File: config.mk
export PLATFORM = sky130hd
export DESIGN_NAME = penultimate_minmax_antialias_filter_core
export DESIGN_NICKNAME = d
export VERILOG_FILES = /design/src/pmaa_pkg.sv /design/src/pmaa_chan.sv /design/src/penultimate_minmax_antialias_filter_core.sv
export SDC_FILE = /design/constraint.sdc
export NUM_CORES = 2
export LEC_CHECK = 0
export BUFFER_PORTS_ARGS = -buffer_cell sky130_fd_sc_hd__clkbuf_2
export CAP_MARGIN = 20
export CORE_MARGIN = 2
export CORE_UTILIZATION = 50
export CTS_CLUSTER_DIAMETER = 100
export DETAILED_ROUTE_END_ITERATION = 10
export GPL_TIMING_DRIVEN = 0
export PLACE_DENSITY_LB_ADDON = 0.12
export SYNTH_ARGS = -nofsm -noshare
export SYNTH_HDL_FRONTEND = slang
export SYNTH_HIERARCHICAL = 1
export SYNTH_SLANG_ARGS = --single-unit
export TNS_END_PERCENT = 10
File: constraint.sdc
create_clock -name clk_i -period 22 [get_ports clk_i]
set_clock_uncertainty 0.15 [all_clocks]
set_input_delay 4.4 -clock clk_i [delete_from_list [all_inputs] [get_ports clk_i]]
set_output_delay 4.4 -clock clk_i [all_outputs]
set_load 0.05 [all_outputs]
File: src/pmaa_pkg.sv
// Shared types and helpers for the penultimate min/max anti-alias filter.
// Holds the neighbour word decoder and the top-two / bottom-two merge functions.
// No dependencies.
package pmaa_pkg;

  localparam int unsigned NumNbr  = 6;
  localparam int unsigned ChanW   = 8;
  localparam int unsigned CvgW    = 3;
  localparam int unsigned WordW   = 32;
  localparam int unsigned NumChan = 3;

  typedef logic [ChanW-1:0] chan_t;
  typedef logic [CvgW-1:0]  cvg_t;
  typedef logic [WordW-1:0] word_t;

  typedef enum logic {
    FMT_RGBA5551 = 1'b0,
    FMT_RGBA8888 = 1'b1
  } pix_fmt_e;

  localparam pix_fmt_e FmtReset = FMT_RGBA8888;

  localparam cvg_t  CvgFull  = 3'd7;
  localparam logic [1:0] HiddenFull = 2'd3;
  localparam chan_t ChanMin  = 8'h00;
  localparam chan_t ChanMax  = 8'hff;

  // Decoded neighbour: colour channels and whether it has full coverage.
  typedef struct packed {
    logic  full;
    chan_t red;
    chan_t green;
    chan_t blue;
  } nbr_t;

  // The two most extreme values seen so far, most extreme first.
  typedef struct packed {
    chan_t first;
    chan_t second;
  } ext2_t;

  function automatic nbr_t decode_nbr(input word_t w, input pix_fmt_e fmt);
    nbr_t n;
    if (fmt == FMT_RGBA8888) begin
      n.full  = (w[7:5] == CvgFull);
      n.red   = w[31:24];
      n.green = w[23:16];
      n.blue  = w[15:8];
    end else begin
      n.full  = (w[17:16] == HiddenFull) && w[0];
      n.red   = {w[15:11], 3'b000};
      n.green = {w[10:6], 3'b000};
      n.blue  = {w[5:1], 3'b000};
    end
    return n;
  endfunction

  function automatic chan_t max2(input chan_t a, input chan_t b);
    return (a >= b) ? a : b;
  endfunction

  function automatic chan_t min2(input chan_t a, input chan_t b);
    return (a <= b) ? a : b;
  endfunction

  // Merge two top-two sets into the top two of their union.
  function automatic ext2_t merge_max(input ext2_t a, input ext2_t b);
    ext2_t r;
    if (a.first >= b.first) begin
      r.first  = a.first;
      r.second = max2(a.second, b.first);
    end else begin
      r.first  = b.first;
      r.second = max2(a.first, b.second);
    end
    return r;
  endfunction

  // Merge two bottom-two sets into the bottom two of their union.
  function automatic ext2_t merge_min(input ext2_t a, input ext2_t b);
    ext2_t r;
    if (a.first <= b.first) begin
      r.first  = a.first;
      r.second = min2(a.second, b.first);
    end else begin
      r.first  = b.first;
      r.second = min2(a.first, b.second);
    end
    return r;
  endfunction

endpackage

File: src/pmaa_chan.sv
// One colour channel of the filter: penultimate max and min over the centre
// and six neighbours, then the coverage-weighted blend. Purely combinational.
// Depends on pmaa_pkg.
module pmaa_chan (
  input  pmaa_pkg::chan_t                 center_i,
  input  pmaa_pkg::cvg_t                  coverage_i,
  input  pmaa_pkg::chan_t [pmaa_pkg::NumNbr-1:0] nbr_i,
  output pmaa_pkg::chan_t                 result_o
);

  pmaa_pkg::ext2_t mx01, mx23, mx45, mx6, mx03, mx46, mx_all;
  pmaa_pkg::ext2_t mn01, mn23, mn45, mn6, mn03, mn46, mn_all;
  pmaa_pkg::chan_t pmax, pmin;
  pmaa_pkg::cvg_t  coeff;
  logic [10:0]     diff, prod, rounded;

  // Non-qualifying neighbours arrive as copies of the centre, which leaves
  // both penultimate extremes unchanged.
  always_comb begin
    mx01 = '{first: pmaa_pkg::max2(center_i, nbr_i[0]),
             second: pmaa_pkg::min2(center_i, nbr_i[0])};
    mx23 = '{first: pmaa_pkg::max2(nbr_i[1], nbr_i[2]),
             second: pmaa_pkg::min2(nbr_i[1], nbr_i[2])};
    mx45 = '{first: pmaa_pkg::max2(nbr_i[3], nbr_i[4]),
             second: pmaa_pkg::min2(nbr_i[3], nbr_i[4])};
    mx6  = '{first: nbr_i[5], second: pmaa_pkg::ChanMin};
    mx03   = pmaa_pkg::merge_max(mx01, mx23);
    mx46   = pmaa_pkg::merge_max(mx45, mx6);
    mx_all = pmaa_pkg::merge_max(mx03, mx46);

    mn01 = '{first: pmaa_pkg::min2(center_i, nbr_i[0]),
             second: pmaa_pkg::max2(center_i, nbr_i[0])};
    mn23 = '{first: pmaa_pkg::min2(nbr_i[1], nbr_i[2]),
             second: pmaa_pkg::max2(nbr_i[1], nbr_i[2])};
    mn45 = '{first: pmaa_pkg::min2(nbr_i[3], nbr_i[4]),
             second: pmaa_pkg::max2(nbr_i[3], nbr_i[4])};
    mn6  = '{first: nbr_i[5], second: pmaa_pkg::ChanMax};
    mn03   = pmaa_pkg::merge_min(mn01, mn23);
    mn46   = pmaa_pkg::merge_min(mn45, mn6);
    mn_all = pmaa_pkg::merge_min(mn03, mn46);

    // The centre stands when no neighbour lies beyond it.
    pmax = (mx_all.first > center_i) ? mx_all.second : center_i;
    pmin = (mn_all.first < center_i) ? mn_all.second : center_i;
  end

  // Only bits 10:3 of the scaled difference reach the 8-bit result.
  assign coeff    = pmaa_pkg::CvgFull - coverage_i;
  assign diff     = {3'b000, pmin} + {3'b000, pmax} - {2'b00, center_i, 1'b0};
  assign prod     = 11'(diff * {8'b0000_0000, coeff});
  assign rounded  = prod + 11'd4;
  assign result_o = rounded[10:3] + center_i;

endmodule

File: src/penultimate_minmax_antialias_filter_core.sv
// Top level of the penultimate min/max anti-alias filter.
// Depends on pmaa_pkg and pmaa_chan.
//
// Usage:
//   Input channel (in_valid_i / in_stall_o) carries one centre pixel, its
//   coverage and six neighbour words per transfer. Output channel
//   (out_valid_o / out_stall_i) carries the filtered RGB colour, one result
//   per input transfer, in order.
//   Configuration channel (cfg_valid_i / cfg_ready_o) writes pixel_format;
//   cfg_ready_o is always high. Write it only while the pipeline is empty.
//   The input register captures an accepted transfer; the result register
//   then loads it when free, and it transfers from there.
//   Throughput: one item per cycle while the output is not stalled; the input
//   register feeds the neighbour decode, per-channel penultimate extremes and
//   blend, all combinational and registered into the output register.
//   Reset empties both stages and sets pixel_format to 32-bit mode.
//   Output stall holds the result register; the input register keeps the
//   next item and in_stall_o rises only when both stages are full.
module penultimate_minmax_antialias_filter_core (
  input  logic        clk_i,
  input  logic        rst_ni,
  input  logic        cfg_valid_i,
  output logic        cfg_ready_o,
  input  logic        cfg_data_i,
  input  logic        in_valid_i,
  output logic        in_stall_o,
  input  logic [7:0]  center_red_i,
  input  logic [7:0]  center_green_i,
  input  logic [7:0]  center_blue_i,
  input  logic [2:0]  center_coverage_i,
  input  logic [31:0] upper_left_word_i,
  input  logic [31:0] upper_right_word_i,
  input  logic [31:0] left_word_i,
  input  logic [31:0] right_word_i,
  input  logic [31:0] lower_left_word_i,
  input  logic [31:0] lower_right_word_i,
  output logic        out_valid_o,
  input  logic        out_stall_i,
  output logic [7:0]  out_red_o,
  output logic [7:0]  out_green_o,
  output logic [7:0]  out_blue_o
);

  pmaa_pkg::pix_fmt_e fmt_q;

  logic in_valid_q, out_valid_q;
  logic in_accept, out_load;

  pmaa_pkg::chan_t [pmaa_pkg::NumChan-1:0] center_q;
  pmaa_pkg::cvg_t                          cvg_q;
  pmaa_pkg::word_t [pmaa_pkg::NumNbr-1:0]  word_q;

  pmaa_pkg::nbr_t  [pmaa_pkg::NumNbr-1:0]  nbr;
  pmaa_pkg::chan_t [pmaa_pkg::NumNbr-1:0]  nbr_red, nbr_green, nbr_blue;
  pmaa_pkg::chan_t [pmaa_pkg::NumChan-1:0] result;
  pmaa_pkg::chan_t [pmaa_pkg::NumChan-1:0] out_q;

  assign cfg_ready_o = 1'b1;

  always_ff @(posedge clk_i or negedge rst_ni) begin
    if (!rst_ni) begin
      fmt_q <= pmaa_pkg::FmtReset;
    end else if (cfg_valid_i) begin
      fmt_q <= pmaa_pkg::pix_fmt_e'(cfg_data_i);
    end
  end

  // Output register advances whenever it is empty or being taken.
  assign out_load   = !out_valid_q || !out_stall_i;
  assign in_stall_o = in_valid_q && !out_load;
  assign in_accept  = in_valid_i && !in_stall_o;

  always_ff @(posedge clk_i or negedge rst_ni) begin
    if (!rst_ni) begin
      in_valid_q  <= 1'b0;
      out_valid_q <= 1'b0;
    end else begin
      if (!in_stall_o) begin
        in_valid_q <= in_valid_i;
      end
      if (out_load) begin
        out_valid_q <= in_valid_q;
      end
    end
  end

  always_ff @(posedge clk_i) begin
    if (in_accept) begin
      center_q  <= {center_blue_i, center_green_i, center_red_i};
      cvg_q     <= center_coverage_i;
      word_q    <= {lower_right_word_i, lower_left_word_i, right_word_i,
                    left_word_i, upper_right_word_i, upper_left_word_i};
    end
  end

  // Replace neighbours without full coverage by the centre colour.
  always_comb begin
    for (int i = 0; i < pmaa_pkg::NumNbr; i++) begin
      nbr[i]       = pmaa_pkg::decode_nbr(word_q[i], fmt_q);
      nbr_red[i]   = nbr[i].full ? nbr[i].red   : center_q[0];
      nbr_green[i] = nbr[i].full ? nbr[i].green : center_q[1];
      nbr_blue[i]  = nbr[i].full ? nbr[i].blue  : center_q[2];
    end
  end

  pmaa_chan u_chan_red (
    .center_i   (center_q[0]),
    .coverage_i (cvg_q),
    .nbr_i      (nbr_red),
    .result_o   (result[0])
  );

  pmaa_chan u_chan_green (
    .center_i   (center_q[1]),
    .coverage_i (cvg_q),
    .nbr_i      (nbr_green),
    .result_o   (result[1])
  );

  pmaa_chan u_chan_blue (
    .center_i   (center_q[2]),
    .coverage_i (cvg_q),
    .nbr_i      (nbr_blue),
    .result_o   (result[2])
  );

  always_ff @(posedge clk_i) begin
    if (out_load && in_valid_q) begin
      out_q <= result;
    end
  end

  assign out_valid_o = out_valid_q;
  assign out_red_o   = out_q[0];
  assign out_green_o = out_q[1];
  assign out_blue_o  = out_q[2];

endmodule

Word-level counts from Yosys, hierarchy flattened:

Index checks and enable logic that the tools add are counted.

* flip-flop bits (word level): 246
* input port bits: 225
* output and inout port bits: 27

* $add $sub $neg: 13
* $mul: 3
* $lt $le $gt $ge: 78
* equality and inequality tests: 12
* muxes and demuxes: 102
* reductions and logical operators: 14

Operators with widths (number)
* 8-bit two-way mux: 78
* 16-bit two-way mux: 18
* 8-bit >= comparator: 33
* 8-bit less-or-equal comparator: 33
* 25-bit two-way mux: 6
* 11-bit by 3-bit adder with 11-bit output (second input constant): 3
* 11-bit by 3-bit multiplier with 11-bit output: 3
* 11-bit by 9-bit subtractor with 11-bit output: 3
* 8-bit by 8-bit adder with 9-bit output: 3
* 8-bit adder: 3
* 8-bit by 1-bit >= comparator with 1-bit output (second input constant): 3
* 8-bit greater-than comparator: 3
* 8-bit less-or-equal comparator (second input constant): 3
* 8-bit less-than comparator: 3
* 3-bit equality test (second input constant): 6
* 2-bit equality test (second input constant): 6
* 1-bit logical AND: 9
* 1-bit logical NOT: 4
* 3-bit subtractor (first input constant): 1
* 1-bit logical OR: 1

Longest topological paths before layout:

* depth after elaboration: 19
* mapped depth: 71
* gate-level depth less buffers: 65

Modules after synthesis:

Netlist, hierarchy kept.

By module, submodules not included
* penultimate_minmax_antialias_filter_core: instances 1, cells each 651, area an instance 10333.7 um^2, sequential area each 7373.3 um^2
* pmaa_chan at u_chan_blue: instances 1, cells each 1012, area an instance 7783.7 um^2, sequential area each 0.0 um^2
* pmaa_chan at u_chan_red: instances 1, cells each 986, area an instance 7548.5 um^2, sequential area each 0.0 um^2
* pmaa_chan at u_chan_green: instances 1, cells each 993, area an instance 7444.6 um^2, sequential area each 0.0 um^2

Worst setup path after synthesis:

OpenSTA, ideal clock, no wires.

* path kind: register to register
* start point: register fmt_q
* end point: register out_q, in the netlist out_green_o[7], data pin
* setup time: 0.258 ns
* arrival: 12.576 ns
* setup slack: 9.016 ns
* stages on the path, launching flop included: 61
* buffers on the path: 5
* cell sequence: dfstp_2 > buf_6 > nand4_2 > and2_1 > buf_2 > buf_2 > o21ai_1 > inv_1 > ha_1 > a211oi_1 > o21bai_1 > o21ai_1 > nand2_2 > mux2i_1 > inv_1 > ha_1 > nor2b_1 > o211ai_1 > (+25 left out) > o21a_1 > o21ai_0 > nand2b_1 > a211o_1 > a31o_2 > a21o_1 > nand2b_1 > fa_1 > inv_1 > ha_1 > ha_1 > xnor2_1 > ha_1 > o41ai_1 > xnor2_1 > xnor2_1 > xnor2_1 > xnor2_1

RTL lines
* start: declaration: line penultimate_minmax_antialias_filter_core.sv:44 `pmaa_pkg::pix_fmt_e fmt_q;`
* start signal: assignment: line penultimate_minmax_antialias_filter_core.sv:62 `fmt_q <= pmaa_pkg::FmtReset;`
* start signal: assignment: line penultimate_minmax_antialias_filter_core.sv:64 `fmt_q <= pmaa_pkg::pix_fmt_e'(cfg_data_i);`
* end signal: assignment: line penultimate_minmax_antialias_filter_core.sv:129 `out_q <= result;`
* end: declaration: line penultimate_minmax_antialias_filter_core.sv:56 `pmaa_pkg::chan_t [pmaa_pkg::NumChan-1:0] out_q;`

==> impl_results.html <==
<table>
<tr><th>Metric</th><th>Value</th></tr>
<tr><th colspan="2">Detailed routing</th></tr>
<tr><td>Wire length after detailed routing</td><td>121 mm</td></tr>
<tr><td>Per-cell routed wire length</td><td>25.1 um</td></tr>
<tr><td>Count of unresolved DRC violations after routing</td><td>0</td></tr>
<tr><td>Number of detailed-route iterations in the first pass</td><td>6</td></tr>
<tr><td>Mean number of vias per cell</td><td>6.35</td></tr>
<tr><td>Via count</td><td>just over 30,000</td></tr>
<tr><td>Violation count after the first detailed-route iteration</td><td>roughly 3,500</td></tr>
<tr><td>Antenna-violating nets left</td><td>0</td></tr>
<tr><th colspan="2">Placed design</th></tr>
<tr><td>I/O Buffers</td><td>250</td></tr>
<tr><td>Half-perimeter wire length after placement</td><td>97.6 mm</td></tr>
<tr><td>Weighted congestion reported at the end of routability-driven placement</td><td>1.02</td></tr>
<tr><th colspan="2">STA</th></tr>
<tr><td>Worst slew margin</td><td>about a quarter</td></tr>
<tr><td>Final period utilization</td><td>73.2%</td></tr>
<tr><td>Final count of pins violating max slew</td><td>0</td></tr>
<tr><td>Setup repair after global routing missed its margin</td><td>false</td></tr>
<tr><td>Top achievable clock speed</td><td>roughly 0.062 GHz</td></tr>
<tr><td>Post-layout min period</td><td>16,110 ps</td></tr>
<tr><td>Summed negative setup slack over all endpoints</td><td>0 ps</td></tr>
<tr><td>Measured slew at the worst slew-check pin</td><td>between 1000 and 1500 ps</td></tr>
<tr><td>Hold violation count in the final report</td><td>0</td></tr>
<tr><td>Final count of negative-setup-slack endpoints</td><td>0</td></tr>
<tr><th colspan="2">Worst setup path</th></tr>
<tr><td>Category of the most critical setup path</td><td>flip-flop to flip-flop</td></tr>
<tr><td>CP dominant cell by count</td><td>sky130_fd_sc_hd__ha_1</td></tr>
<tr><td>Critical Path Sink Type</td><td>flip-flop</td></tr>
<tr><td>Kind of start point of the critical path</td><td>flip-flop</td></tr>
<tr><td>Worst Path Arrival</td><td>16,330 ps</td></tr>
<tr><td>Worst Reg2Reg Path Length in Cells</td><td>61</td></tr>
<tr><td>Largest stage delay on the critical path</td><td>670 ps</td></tr>
<tr><td>Endpoint required time on the critical path</td><td>between 20,000 and 25,000 ps</td></tr>
<tr><td>Crit path max fanout</td><td>10</td></tr>
<tr><td>Standard cell with the maximum stage delay on the critical path</td><td>sky130_fd_sc_hd__a2111oi_0</td></tr>
<tr><th colspan="2">Yosys</th></tr>
<tr><td>Yosys synthesis warning count</td><td>6</td></tr>
<tr><td>Post-Syn Instances</td><td>3,642</td></tr>
<tr><td>Mean area per synthesized cell</td><td>9.09 sq um</td></tr>
<tr><td>Most frequently used flop master after synthesis</td><td>sky130_fd_sc_hd__edfxtp_1</td></tr>
<tr><td>Async set-or-reset flop fraction in the synthesized netlist</td><td>1.22%</td></tr>
<tr><td>Seq/Total Area, Yosys</td><td>22.3%</td></tr>
<tr><td>Area share of the leading cell type in the synthesized netlist</td><td>22.0%</td></tr>
<tr><td>Yosys top cell by area</td><td>sky130_fd_sc_hd__edfxtp_1</td></tr>
<tr><td>EDFF count, synth</td><td>243</td></tr>
<tr><td>Cell Area, Synth</td><td>33,100 sq um</td></tr>
<tr><td>Synthesized netlist net count</td><td>about 4,400</td></tr>
<tr><td>Leading cell types by total area after synthesis</td><td>sky130_fd_sc_hd__edfxtp_1 (22%), sky130_fd_sc_hd__ha_1 (19%), sky130_fd_sc_hd__mux2i_1 (8.8%), sky130_fd_sc_hd__a21oi_1 (3.3%), sky130_fd_sc_hd__inv_1 (3.3%)</td></tr>
<tr><td>Total of flip-flops plus latches after synthesis</td><td>246</td></tr>
<tr><td>Yosys cell types</td><td>124</td></tr>
<tr><th colspan="2">Floorplanning</th></tr>
<tr><td>Die Area</td><td>68,300 sq um</td></tr>
<tr><td>IO Count</td><td>around 250</td></tr>
<tr><td>Die Height</td><td>261 um</td></tr>
<tr><td>Width of the die</td><td>261 um</td></tr>
<tr><td>Number of rows created at floorplan</td><td>94</td></tr>
<tr><td>Core area</td><td>65,600 sq um</td></tr>
<tr><td>Starting utilization of the core area</td><td>about half</td></tr>
<tr><th colspan="2">Global routing</th></tr>
<tr><td>Global-route wire length before repair</td><td>180 mm</td></tr>
<tr><td>Initial antenna violation count</td><td>12</td></tr>
<tr><td>Global Route Usage Sum</td><td>34.8%</td></tr>
<tr><td>Largest net degree at the start of global routing</td><td>73</td></tr>
<tr><td>Via count of the first global-routing pass</td><td>29,300</td></tr>
<tr><td>Aggregate global routing overflow</td><td>0</td></tr>
<tr><th colspan="2">Final layout</th></tr>
<tr><td>Number of fill cells</td><td>6,148</td></tr>
<tr><td>Synthesis-to-finish area growth</td><td>10.7%</td></tr>
<tr><td>Fraction of layout cells with a size suffix above 1</td><td>14.6%</td></tr>
<tr><td>Most frequent standard cell in the layout excluding fill and tap cells</td><td>sky130_fd_sc_hd__ha_1</td></tr>
<tr><td>Multi-input combinational cell area</td><td>23,900 sq um</td></tr>
<tr><td>Final-stage net count</td><td>4,697</td></tr>
<tr><td>Storage element area</td><td>roughly 7400 sq um</td></tr>
<tr><td>Most used cells in the layout excluding fill and tap cells</td><td>sky130_fd_sc_hd__ha_1 (495), sky130_fd_sc_hd__mux2i_1 (292), sky130_fd_sc_hd__inv_1 (289)</td></tr>
<tr><th colspan="2">Clock tree</th></tr>
<tr><td>TritonCTS buffer count</td><td>31</td></tr>
<tr><td>Clk buf depth</td><td>3</td></tr>
<tr><td>Clock Latency Late Sink</td><td>630 ps</td></tr>
<tr><td>Cells resized by post-CTS repair</td><td>0</td></tr>
<tr><td># hold bufs at CTS</td><td>0</td></tr>
<tr><td>Register clock-pin slew on the reported worst setup and hold paths</td><td>about 60 ps</td></tr>
<tr><td>H-tree levels</td><td>1</td></tr>
<tr><td>Clock sink count</td><td>246</td></tr>
<tr><td>CTS tree</td><td>done</td></tr>
<tr><td>Post-CTS setup buffers</td><td>0</td></tr>
<tr><td>Clock root cell</td><td>sky130_fd_sc_hd__clkbuf_16</td></tr>
<tr><th colspan="2">Job</th></tr>
<tr><td>Count of maximum capacitance violations</td><td>0</td></tr>
<tr><th colspan="2">Min path</th></tr>
<tr><td>Classification of the worst-slack hold path</td><td>flip-flop to flip-flop</td></tr>
<tr><td>Hold Path Cell Cnt</td><td>1</td></tr>
<tr><th colspan="2">Status</th></tr>
<tr><td>Outcome</td><td>completed</td></tr>
</table>
-- worst paths after layout --
| kind | end | slack, ps | from |
|---|---|---|---|
| worst max-delay path | out_green_o[7]$_DFFE_PP_ | 5890 | fmt_q$_DFFE_PN1P_ |
| worst min-delay path | out_valid_o$_DFFE_PN0P_ | 350 | in_valid_q$_DFFE_PN0N_ |
| worst max register to register | out_green_o[7]$_DFFE_PP_ | 5890 | fmt_q$_DFFE_PN1P_ |
| worst min register to register | out_valid_o$_DFFE_PN0P_ | 350 | in_valid_q$_DFFE_PN0N_ |
| max in group asynchronous | fmt_q$_DFFE_PN1P_ | 18070 | rst_ni |
| min in group asynchronous | out_valid_o$_DFFE_PN0P_ | 3420 | rst_ni |
-- cells in the mapped netlist, types with 11 or more instances --
library cell / n
sky130_fd_sc_hd__a31oi_1: 13
sky130_fd_sc_hd__a211oi_1: 41
sky130_fd_sc_hd__mux2i_1: 292
sky130_fd_sc_hd__o221ai_1: 17
sky130_fd_sc_hd__buf_6: 20
sky130_fd_sc_hd__o21ai_0: 177
sky130_fd_sc_hd__a21oi_1: 220
sky130_fd_sc_hd__nand3_1: 135
sky130_fd_sc_hd__nor3_1: 41
sky130_fd_sc_hd__fa_1: 48
sky130_fd_sc_hd__buf_2: 29
sky130_fd_sc_hd__o31a_1: 15
sky130_fd_sc_hd__edfxtp_1: 243
sky130_fd_sc_hd__xnor2_1: 62
sky130_fd_sc_hd__inv_1: 289
sky130_fd_sc_hd__a211o_1: 20
sky130_fd_sc_hd__o21bai_1: 21
sky130_fd_sc_hd__nand4_1: 47
sky130_fd_sc_hd__o21ai_1: 107
sky130_fd_sc_hd__buf_4: 20
sky130_fd_sc_hd__nor2_1: 203
sky130_fd_sc_hd__and4_1: 17
sky130_fd_sc_hd__nand2b_1: 66
sky130_fd_sc_hd__mux2_2: 67
sky130_fd_sc_hd__nor2b_1: 44
sky130_fd_sc_hd__o31ai_1: 11
sky130_fd_sc_hd__ha_1: 495
sky130_fd_sc_hd__o21a_1: 52
sky130_fd_sc_hd__o22a_1: 15
sky130_fd_sc_hd__a22o_1: 60
sky130_fd_sc_hd__clkbuf_1: 55
sky130_fd_sc_hd__a21o_1: 90
sky130_fd_sc_hd__or2_2: 35
sky130_fd_sc_hd__o211ai_1: 28
sky130_fd_sc_hd__nand2_1: 206
sky130_fd_sc_hd__o22ai_1: 24
sky130_fd_sc_hd__and2_1: 35
-- through the flow --
| stage | hold WS, ps | setup slack (ps) | util [%] | std cells | instance area, sq um |
|---|---|---|---|---|---|
| after floorplan | 293 | 9020 | - | 3642 | 33100 |
| final | 353 | 5890 | 55.8 | 4827 | 36700 |
| after global placement | 312 | 6380 | 54.0 | 4756 | 35400 |
| after detailed placement | 344 | 6340 | 54.2 | 4760 | 35600 |
| after CTS | 354 | 6260 | 55.8 | 4817 | 36600 |
| after global routing | 375 | 4830 | 55.8 | 4826 | 36600 |
-- state kept, by name, indices dropped and copies added, names as in the netlist --
name         flops
out_red_o        8
cvg_q            3
word_q         192
out_valid_o      1
out_blue_o       8
center_q        24
out_green_o      8
in_valid_q       1
fmt_q            1
-- logic make-up after synthesis --
| group | count (synthesis) | synth area share (%) |
|---|---|---|
| AO/OA/AOI/OAI | 1095 | 23.1 |
| XOR/XNOR | 69 | 1.83 |
| adder cells (fa/ha/maj) | 545 | 21.7 |
| buffers and inverters | 417 | 5.52 |
| flip-flops | 246 | 22.3 |
| multiplexers | 370 | 11.7 |
| other | 1 | 0.0113 |
| AND/OR/NAND/NOR | 899 | 13.9 |
-- final cells by class --
type,instances,share of cell area [%]
buffer,126,2.01
timing repair buffer,254,3.71
inverter,291,2.98
clock buffer,36,2.17
tap,864,2.95
multi-input combinational,2979,65.3
clock inverter,21,0.720
sequential,246,20.1
antenna,10,0.0683
-- layer usage --
metal / wire, um / vias up / global-route usage [%]
met5: 27 / - / 0
met4: 6420 / 4 / 16.4
met3: 10600 / 313 / 4.56
met2: 53200 / 1476 / 54.3
met1: 51000 / 14500 / 47.9
li1: - / 14300 / -
-- worst max-delay path: cells and delay by family, from the launching register on --
family,cells,cell delay (ps)
AO/OA/AOI/OAI,26,6270
flip-flops,1,540
buffers and inverters,9,2160
AND/OR/NAND/NOR,7,960
XOR/XNOR,6,1020
multiplexers,3,1260
adder cells (fa/ha/maj),10,3430
Power is left out: the tool's default activity adds up to more than one toggle a clock period on the data nets, which glitch-free logic cannot reach.
